==> config.mk <==
export PLATFORM = sky130hd
export DESIGN_NAME = checksum_frame_sync_receiver
export DESIGN_NICKNAME = d
export VERILOG_FILES = /design/src/csfsr_pkg.sv /design/src/csfsr_window.sv /design/src/checksum_frame_sync_receiver.sv
export SDC_FILE = /design/constraint.sdc
export NUM_CORES = 1
export LEC_CHECK = 0
export ABC_CLOCK_PERIOD_IN_PS = 7650
export BUFFER_PORTS_ARGS = -buffer_cell sky130_fd_sc_hd__buf_4
export CAP_MARGIN = 20
export CORE_ASPECT_RATIO = 1.25
export CORE_MARGIN = 3
export CORE_UTILIZATION = 47
export CTS_CLUSTER_DIAMETER = 40
export CTS_CLUSTER_SIZE = 12
export DETAILED_ROUTE_END_ITERATION = 16
export PLACE_DENSITY_LB_ADDON = 0.3
export SYNTH_ARGS = -nofsm -noshare
export SYNTH_HDL_FRONTEND = slang
export SYNTH_SLANG_ARGS = --single-unit
==> constraint.sdc <==
create_clock -name clk -period 7.65 [get_ports clk]
set_clock_uncertainty 0.05 [all_clocks]
set_input_delay 0.3825 -clock clk [delete_from_list [all_inputs] [get_ports clk]]
set_output_delay 0.3825 -clock clk [all_outputs]
set_load 0.01 [all_outputs]
==> src/csfsr_pkg.sv <==
// shared constants and types for the checksum frame sync receiver
package csfsr_pkg;

    localparam int FRAME_BYTES_DEFAULT = 11;
    localparam int BYTE_W              = 8;
    localparam int WORD_W              = 32;

    // frame status codes
    localparam logic STATUS_OK       = 1'b0;
    localparam logic STATUS_MISMATCH = 1'b1;

    // outcome of one byte step in the window
    typedef struct packed {
        logic has_result;
        logic status;
    } step_t;

endpackage

==> src/csfsr_window.sv <==
// sliding byte window with running checksum and frame decode
module csfsr_window #(
    parameter int FRAME_BYTES = csfsr_pkg::FRAME_BYTES_DEFAULT
) (
    input  logic                                    clk,
    input  logic                                    rst_n,
    input  logic                                    step,
    input  logic [csfsr_pkg::BYTE_W-1:0]            byte_in,
    output csfsr_pkg::step_t                        outcome,
    output logic signed [csfsr_pkg::WORD_W-1:0]     speed,
    output logic signed [csfsr_pkg::WORD_W-1:0]     current
);

    localparam int HOLD  = FRAME_BYTES - 1;
    localparam int CNT_W = $clog2(FRAME_BYTES);

    logic [csfsr_pkg::BYTE_W-1:0] window_reg  [HOLD];
    logic [csfsr_pkg::BYTE_W-1:0] window_next [HOLD];
    logic [CNT_W-1:0]             fill_reg;
    logic [CNT_W-1:0]             fill_next;
    logic [csfsr_pkg::BYTE_W-1:0] sum_reg;
    logic [csfsr_pkg::BYTE_W-1:0] sum_next;
    logic                         full;
    logic                         mismatch;
    logic [csfsr_pkg::BYTE_W-1:0] frame_b [1:8];

    // window full means this byte closes a frame
    assign full     = (fill_reg == CNT_W'(HOLD));
    assign mismatch = (sum_reg != byte_in);

    assign outcome.has_result = full;
    assign outcome.status     = mismatch ? csfsr_pkg::STATUS_MISMATCH : csfsr_pkg::STATUS_OK;

    // frame byte view: held bytes, then the incoming byte, then zero
    for (genvar k = 1; k <= 8; k++)
    begin : g_frame
        if (k < HOLD)
        begin : g_held
            assign frame_b[k] = window_reg[k];
        end
        else if (k == HOLD)
        begin : g_last
            assign frame_b[k] = byte_in;
        end
        else
        begin : g_pad
            assign frame_b[k] = '0;
        end
    end

    // big-endian payload words, zero on mismatch
    always_comb
    begin
        if (mismatch)
        begin
            speed   = '0;
            current = '0;
        end
        else
        begin
            speed   = {frame_b[1], frame_b[2], frame_b[3], frame_b[4]};
            current = {frame_b[5], frame_b[6], frame_b[7], frame_b[8]};
        end
    end

    // next window, count and running sum
    always_comb
    begin
        window_next = window_reg;
        fill_next   = fill_reg;
        sum_next    = sum_reg;
        if (step)
        begin
            if (!full)
            begin
                for (int i = 0; i < HOLD; i++)
                begin
                    if (fill_reg == CNT_W'(i))
                    begin
                        window_next[i] = byte_in;
                    end
                end
                fill_next = fill_reg + 1'b1;
                sum_next  = sum_reg + byte_in;
            end
            else if (mismatch)
            begin
                for (int i = 0; i < HOLD - 1; i++)
                begin
                    window_next[i] = window_reg[i+1];
                end
                window_next[HOLD-1] = byte_in;
                sum_next            = sum_reg - window_reg[0] + byte_in;
            end
            else
            begin
                fill_next = '0;
                sum_next  = '0;
            end
        end
    end

    // window storage
    always_ff @(posedge clk)
    begin
        window_reg <= window_next;
    end

    // count and sum
    always_ff @(posedge clk or negedge rst_n)
    begin
        if (!rst_n)
        begin
            fill_reg <= '0;
            sum_reg  <= '0;
        end
        else
        begin
            fill_reg <= fill_next;
            sum_reg  <= sum_next;
        end
    end

endmodule

==> src/checksum_frame_sync_receiver.sv <==
// top level of the checksum frame sync receiver
//
//  channel | signals                                      | direction
//  --------+----------------------------------------------+----------
//  in      | in_valid, in_stall, rx_byte                  | request in
//  out     | out_valid, out_stall, frame_status,          | request out
//          | speed_raw, current_raw                       |
//
// one byte per cycle unless a stalled result holds the decode stage;
// a byte is registered on accept, then decoded into the result register
// the checksum is a running sum kept beside the window, so an add, a
// subtract and one compare set the per-byte path
// reset clears the fill count, the sum and all valid flags
// a stalled result holds the decode stage only when that byte makes a result
module checksum_frame_sync_receiver #(
    parameter int FRAME_BYTES = csfsr_pkg::FRAME_BYTES_DEFAULT
) (
    input  logic                                    clk,
    input  logic                                    rst_n,
    input  logic                                    in_valid,
    output logic                                    in_stall,
    input  logic [csfsr_pkg::BYTE_W-1:0]            rx_byte,
    output logic                                    out_valid,
    input  logic                                    out_stall,
    output logic                                    frame_status,
    output logic signed [csfsr_pkg::WORD_W-1:0]     speed_raw,
    output logic signed [csfsr_pkg::WORD_W-1:0]     current_raw
);

    logic                                in_valid_reg;
    logic                                in_valid_next;
    logic [csfsr_pkg::BYTE_W-1:0]        byte_reg;
    logic                                in_accept;
    logic                                go;
    logic                                load_out;
    csfsr_pkg::step_t                    outcome;
    logic signed [csfsr_pkg::WORD_W-1:0] speed;
    logic signed [csfsr_pkg::WORD_W-1:0] current;
    logic                                out_valid_reg;
    logic                                out_valid_next;
    logic                                status_reg;
    logic signed [csfsr_pkg::WORD_W-1:0] speed_reg;
    logic signed [csfsr_pkg::WORD_W-1:0] current_reg;

    // decode advances unless its result has nowhere to go
    assign go        = in_valid_reg && (!outcome.has_result || !out_valid_reg || !out_stall);
    assign load_out  = go && outcome.has_result;
    assign in_stall  = in_valid_reg && !go;
    assign in_accept = in_valid && !in_stall;

    csfsr_window #(
        .FRAME_BYTES (FRAME_BYTES)
    ) u_window (
        .clk     (clk),
        .rst_n   (rst_n),
        .step    (go),
        .byte_in (byte_reg),
        .outcome (outcome),
        .speed   (speed),
        .current (current)
    );

    // valid flag next values
    always_comb
    begin
        in_valid_next = in_stall ? 1'b1 : in_accept;
        if (load_out)
        begin
            out_valid_next = 1'b1;
        end
        else if (!out_stall)
        begin
            out_valid_next = 1'b0;
        end
        else
        begin
            out_valid_next = out_valid_reg;
        end
    end

    // control flags
    always_ff @(posedge clk or negedge rst_n)
    begin
        if (!rst_n)
        begin
            in_valid_reg  <= 1'b0;
            out_valid_reg <= 1'b0;
        end
        else
        begin
            in_valid_reg  <= in_valid_next;
            out_valid_reg <= out_valid_next;
        end
    end

    // input byte register
    always_ff @(posedge clk)
    begin
        if (in_accept)
        begin
            byte_reg <= rx_byte;
        end
    end

    // result register
    always_ff @(posedge clk)
    begin
        if (load_out)
        begin
            status_reg  <= outcome.status;
            speed_reg   <= speed;
            current_reg <= current;
        end
    end

    assign out_valid    = out_valid_reg;
    assign frame_status = status_reg;
    assign speed_raw    = speed_reg;
    assign current_raw  = current_reg;

endmodule

==> results.toml, run 1 <==
[outcome]
status = "complete, no violations"

[synth]
synth_top_family_by_area = "simple AND/OR/NAND/NOR gates"
synth-adder-area-share = 0.0474
ys_warn_count = 0
synth_mux_area_frac = 0.00426
syn_area_um2 = 7330
synth_edf_count = 153
synth_xor_area_frac = 0.0143
ys_types = 49
ys_seq_area_frac = 0.674
synth_area_per_cell_um2 = 12.3
synth_top_flop_cell = "edfxtp_1"
syn_inst = 597
synth_compound_area_frac = 0.0416
ys_ff_latch = 167
synth-simple-area-share = 0.188
syn_nets = 632
async_reset_ff_frac = 0.0838

[floorplanning]
die_y_um = 146
design.die.area_um2 = 17100
coreArea_um2 = 15100
rows = 50
initial_core_util = 0.484
io_pins = 79
die_w_um = 118

[timing]
slew_headroom = 0.266
tightest_slew_ps = 1100
hold_violations = 0
fmax_mhz = 307
setup_tns_ps = 0
finalCriticalPeriod_ps = 3250
setup_violations = 0
min_period_over_period = 0.425
report.final.slew_viol_count = 0
setup_slack_ps = 4400
rsz0062_at_grt = "no"

[hold_path]
min_to = "byte_reg[3]"
min_path_cells = 1
hold_path.class = "in -> reg"
hold_path.startpoint = "rx_byte[3]"

[worst_setup_path]
worstPathRequired_ps = 7640
cp.arrival_ps = 3250
cpMaxStageDelayCell = "nor3b_1"
worstPathMaxFanout = 26
critPathCaptureType = "register"
critical-path-max-stage-delay_ps = 960
critPathLaunchType = "register"
rr_worst_depth = 4
reg2reg_to = "u_window.frame_b[63]"
cp_cell_sequence = "nand2b_1 > or2_1 > o21ai_4 > nor3b_1"
r2r_start = "u_window.fill_reg[0]"
critical_path_class = "reg -> reg"
rrSetupSlack_ps = 4400

[run]
maxCapViolCount = 0

[cts]
cts_tree = "built"
cts.reportedPaths.clkPinSlew_ps = 60
cts_sinks = 167
htreeDepth = 4
cts_buffers = 17
clock_latency_ps = 420
cts_root_buffer = "clkbuf_16"
clock_path_buffers = 2
cts.repair.resized = 0

[global_route]
grt_pass1_vias = 4675
grt_max_degree = 79
grt_pass1_wl_um = 24700
grt_use_total = 0.185
antenna_found_initial = 0
grt-ovfl-total = 0

[detailed_routing]
drtPass1Iterations = 5
antenna_violating_nets_post_route = 0
vias = 4642
drt_iter0_drc = 414
wl_per_cell_um = 17.1
drt_wl_total_um = 15400
drc = 0
viasPerCell = 5.16

[power]
powerDensity_nw_per_um2 = 348
peakVddDrop_mv = 0.170
p_leak_nw = 3.46

[layout]
finalNonFillerCells = 900
nets = 714
final_util = 0.578
drive_above_1_share = 0.173
diodes = 0
register_area_um2 = 4940
largest_reg_flops = 64
syn_to_final_growth_pct = 19.4
fill_cells = 1232
multi_input_comb_area_um2 = 2180

[placed_design]
preCtsSetupSlack_ps = 4390
hpwl_um = 10300
dp_cells = 864
globalplace.congestion = 0.915
port_buffers = 78
## timing repair
item | 4_1_cts | 5_1_grt
setup buffers | 0 | 0
hold buffers | 1 | 0
endpoints found under the hold margin | 14 | 0
## synthesized netlist by cell type, drive strengths merged (5+ instances only)
cell type  number  area (µm²)
inv            32         123
nor3           13        76.3
edfxtp        153        4590
xnor2           9        78.8
nor2           17        63.8
ha             15         188
dfrtp          14         350
nand3           5        25.0
clkbuf         21        78.8
nand2         166         623
fa              8         160
a21oi          16        80.1
nor2b           6        37.5
and2           66         413
o21ai           6        41.3
nand2b          6        37.5
## cell families after synthesis
family,after synthesis
buffers and inverters,56
muxes,3
adders and majority gates,23
and+or+nand+nor,292
AOI/OAI and AO/OA,44
xor gates and xnor gates,12
DFF,167
## metrics by stage
stage	instance area (µm²)	total power, mW	hold WS (ps)
after CTS	8740	3.05	64.1
after detailed placement	8130	2.19	204
after global routing	8760	3.22	69.8
after global placement	8130	2.15	201
after floorplan	7330	1.92	36.9
final	8760	3.05	85.8
## how the worst max path moves through the flow
stage | cells past startpoint | to | slack (ps) | startpoint
3_5_place_dp | 4 | u_window.frame_b[59] | 4390 | u_window.fill_reg[0]
5_1_grt | 4 | u_window.frame_b[63] | 4180 | u_window.fill_reg[0]
2_1_floorplan | 7 | current_raw[0] | 3010 | u_window.fill_reg[3]
6_report | 4 | u_window.frame_b[63] | 4400 | u_window.fill_reg[0]
3_3_place_gp | 4 | u_window.window_reg[3] | 4520 | u_window.fill_reg[0]
4_1_cts | 4 | u_window.window_reg[7] | 4380 | u_window.fill_reg[0]
## layer usage
metal / vias to the layer above / share of wire / GRT usage
met5: - / 0 / 0
met4: 0 / 0.027 / 0.0792
met3: 32 / 0.062 / 0.0498
met2: 181 / 0.51 / 0.312
met1: 2227 / 0.40 / 0.225
li1: 2202 / - / -
## cells in the final DEF, fill, tap and decap left out, drive strengths merged, types with 2 or more instances in the layout
cell type	instances
clkbuf	25
nand2	166
dfrtp	14
fa	8
a21oi	16
inv	32
nor3b	4
a221o	2
nor3	13
xor2	3
edfxtp	153
a311oi	2
o21ai	6
nand3	5
nor2b	6
mux2i	2
o2bb2ai	2
bufinv	3
ha	15
a221oi	2
nor2	17
buf	85
nand2b	6
nand4	3
clkinv	4
o21a	3
xnor2	9
and2	66
a211oi	2
## critical path, delay by kind of cell, from the launching register on
kind / cells / cell delay (ps)
DFF: 1 / 590
and+or+nand+nor: 3 / 1880
AOI/OAI and AO/OA: 1 / 340
## final cells by class
class / count / area share
inverters: 32 / 0.0140
repair buffers: 87 / 0.0743
multi-input cells: 374 / 0.249
well taps: 208 / 0.0297
clock buffers: 24 / 0.0539
flip-flops and latches: 167 / 0.565
clock inverters: 8 / 0.0141
## report_power, final
part | internal (mW) | total [mW] | switching, mW
clock | 0.530 | 0.862 | 0.332
combinational | 0.350 | 0.898 | 0.548
sequential | 1.19 | 1.29 | 0.0984
Note: power is estimated with default switching activity, not from simulation.
==> run 2: changes to the inputs <==
--- a/config.mk
+++ b/config.mk
@@ -5,7 +5,7 @@
 export SDC_FILE = /design/constraint.sdc
 export NUM_CORES = 1
 export LEC_CHECK = 0
-export ABC_CLOCK_PERIOD_IN_PS = 7650
+export ABC_CLOCK_PERIOD_IN_PS = 3400
 export BUFFER_PORTS_ARGS = -buffer_cell sky130_fd_sc_hd__buf_4
 export CAP_MARGIN = 20
 export CORE_ASPECT_RATIO = 1.25
==> constraint.sdc (replaced) <==
create_clock -name clk -period 3.4 [get_ports clk]
set_clock_uncertainty 0.05 [all_clocks]
set_input_delay 0.17 -clock clk [delete_from_list [all_inputs] [get_ports clk]]
set_output_delay 0.17 -clock clk [all_outputs]
set_load 0.01 [all_outputs]
==> run 2 against run 1 <==
- count of clock-buffer cells in the layout is 5 lower
- total power is 120% higher
- non-clock buffer count is 14 higher
- sequential cell count stayed put
- global-route usage is 0.31 points lower
- critical path type unchanged
- critical endpoint is now u_window.frame_b[5]
==> results.toml, run 2 (same netlist as run 1, synthesis figures left out) <==
[cts]
cts_buffers = 17
cts_sinks = 167
clock_path_buffers = 2
cts.reportedPaths.clkPinSlew_ps = 60
cts_tree = "built"
htreeDepth = 4
cts_root_buffer = "clkbuf_16"
cts.repair.resized = 0
clock_latency_ps = 430

[floorplanning]
io_pins = 79
die_y_um = 146
initial_core_util = 0.484
design.die.area_um2 = 17100
die_w_um = 118
rows = 50
coreArea_um2 = 15100

[hold_path]
hold_path.class = "in -> reg"

[global_route]
grt_use_total = 0.182
grt_pass1_vias = 4711
grt_max_degree = 74
grt_pass1_wl_um = 24200
grt-ovfl-total = 0
antenna_found_initial = 0

[placed_design]
globalplace.congestion = 0.883
place_area_um2 = 8190
hpwl_um = 10400
port_buffers = 78

[timing]
report.final.slew_viol_count = 0
rsz0062_at_grt = "no"
fmax_mhz = 354
hold_slack_ps = 21.7
slew_headroom = 0.469
min_period_over_period = 0.832
finalCriticalPeriod_ps = 2830
setup_tns_ps = 0
hold_violations = 0
tightest_slew_ps = 797
setup_violations = 0

[detailed_routing]
vias = 4670
wl_per_cell_um = 16.3
drc = 0
drtPass1Iterations = 5
drt_iter0_drc = 302
antenna_violating_nets_post_route = 0
drt_wl_total_um = 14900
viasPerCell = 5.11

[worst_setup_path]
worstPathMaxFanout = 31
critical-path-max-stage-delay_ps = 570
critPathLaunchType = "register"
critical_path_class = "reg -> reg"
critPathCaptureType = "register"
worstPathRequired_ps = 3490
cp.arrival_ps = 2920
cpMaxStageDelayCell = "or4_4"
cp_cell_sequence = "ha_1 > or4_4 > nor3_4 > buf_4 > nand2_1 > and3_1"
cp.buffers_inverters = 1
path_delay_family = "simple AND/OR/NAND/NOR gates"

[layout]
syn_to_final_growth_pct = 20.8
layout_common_cells = "nand2_1, edfxtp_1, buf_4, and2_1, inv_1"
layout_commonest_cell = "nand2_1"
final_util = 0.585
diodes = 0
largest_reg_flops = 64
finalInstanceArea_um2 = 8860
drive_above_1_share = 0.180
nets = 728

[power]
powerDensity_nw_per_um2 = 760
peakVddDrop_mv = 0.686
p_leak_nw = 3.49

[run]
maxCapViolCount = 0

[outcome]
status = "complete, no violations"
==> run 2: cell count changes in the layout (fill, tap and decap cells not counted), sizes merged <==
| cell | delta |
|---|---|
| inv | +1 |
| clkbuf | -6 |
| buf | +6 |
| clkinvlp | +5 |
| dlygate4sd3 | +9 |
| bufinv | -1 |
==> run 2: repair_timing <==
action	CTS	global route
buffers inserted	0	0
hold buffers	10	0
endpoints found under the hold margin	23	0
==> run 2: final cells by class <==
cell class                      instances  area [µm²]
Fill cell                            1265        6280
Sequential cell                       167        4940
Multi-Input combinational cell        374        2180
Timing Repair Buffer                  101         783
Clock buffer                           19         433
Tap cell                              208         260
Clock inverter                         13         131
Inverter                               32         123
==> run 2: final timing paths <==
kind / slack [ps] / from / to / depth (start not counted)
min in group asynchronous: 80 / rst_n / u_window.sum_reg[7] / 2
max in group asynchronous: 3030 / rst_n / u_window.fill_reg[3] / 2
min: 20 / out_stall / in_valid_reg / 3
min reg2reg: 470 / u_window.window_reg[3] / u_window.frame_b[3] / 2
max: 570 / byte_reg[3] / u_window.frame_b[5] / 6
max reg2reg: 570 / byte_reg[3] / u_window.frame_b[5] / 6
==> run 2: stage by stage <==
step	instances	setup WS (ps)	power, mW
final	914	572	6.73
after global routing	914	384	7.13
after CTS	914	550	6.77
after detailed placement	872	548	4.92
after global placement	872	628	4.84
after floorplan	597	316	4.31
==> run 2: layer usage <==
metal | routed length (µm) | vias up | share of wire | global-route usage
met5 | 0 | - | 0 | 0
met4 | 597 | 0 | 0.040 | 0.0921
met3 | 858 | 42 | 0.058 | 0.0486
met2 | 7590 | 170 | 0.51 | 0.314
met1 | 5850 | 2228 | 0.39 | 0.209
li1 | - | 2230 | - | -
==> run 2: tightest hold or removal path, cell delays in order <==
cell and delay [ps]:
buf_4 110, nand4_1 110, nand2b_1 60
==> run 2: power breakdown <==
part	internal, mW	switching (mW)
registers	2.67	0.219
clock network	1.07	0.758
logic	0.806	1.20
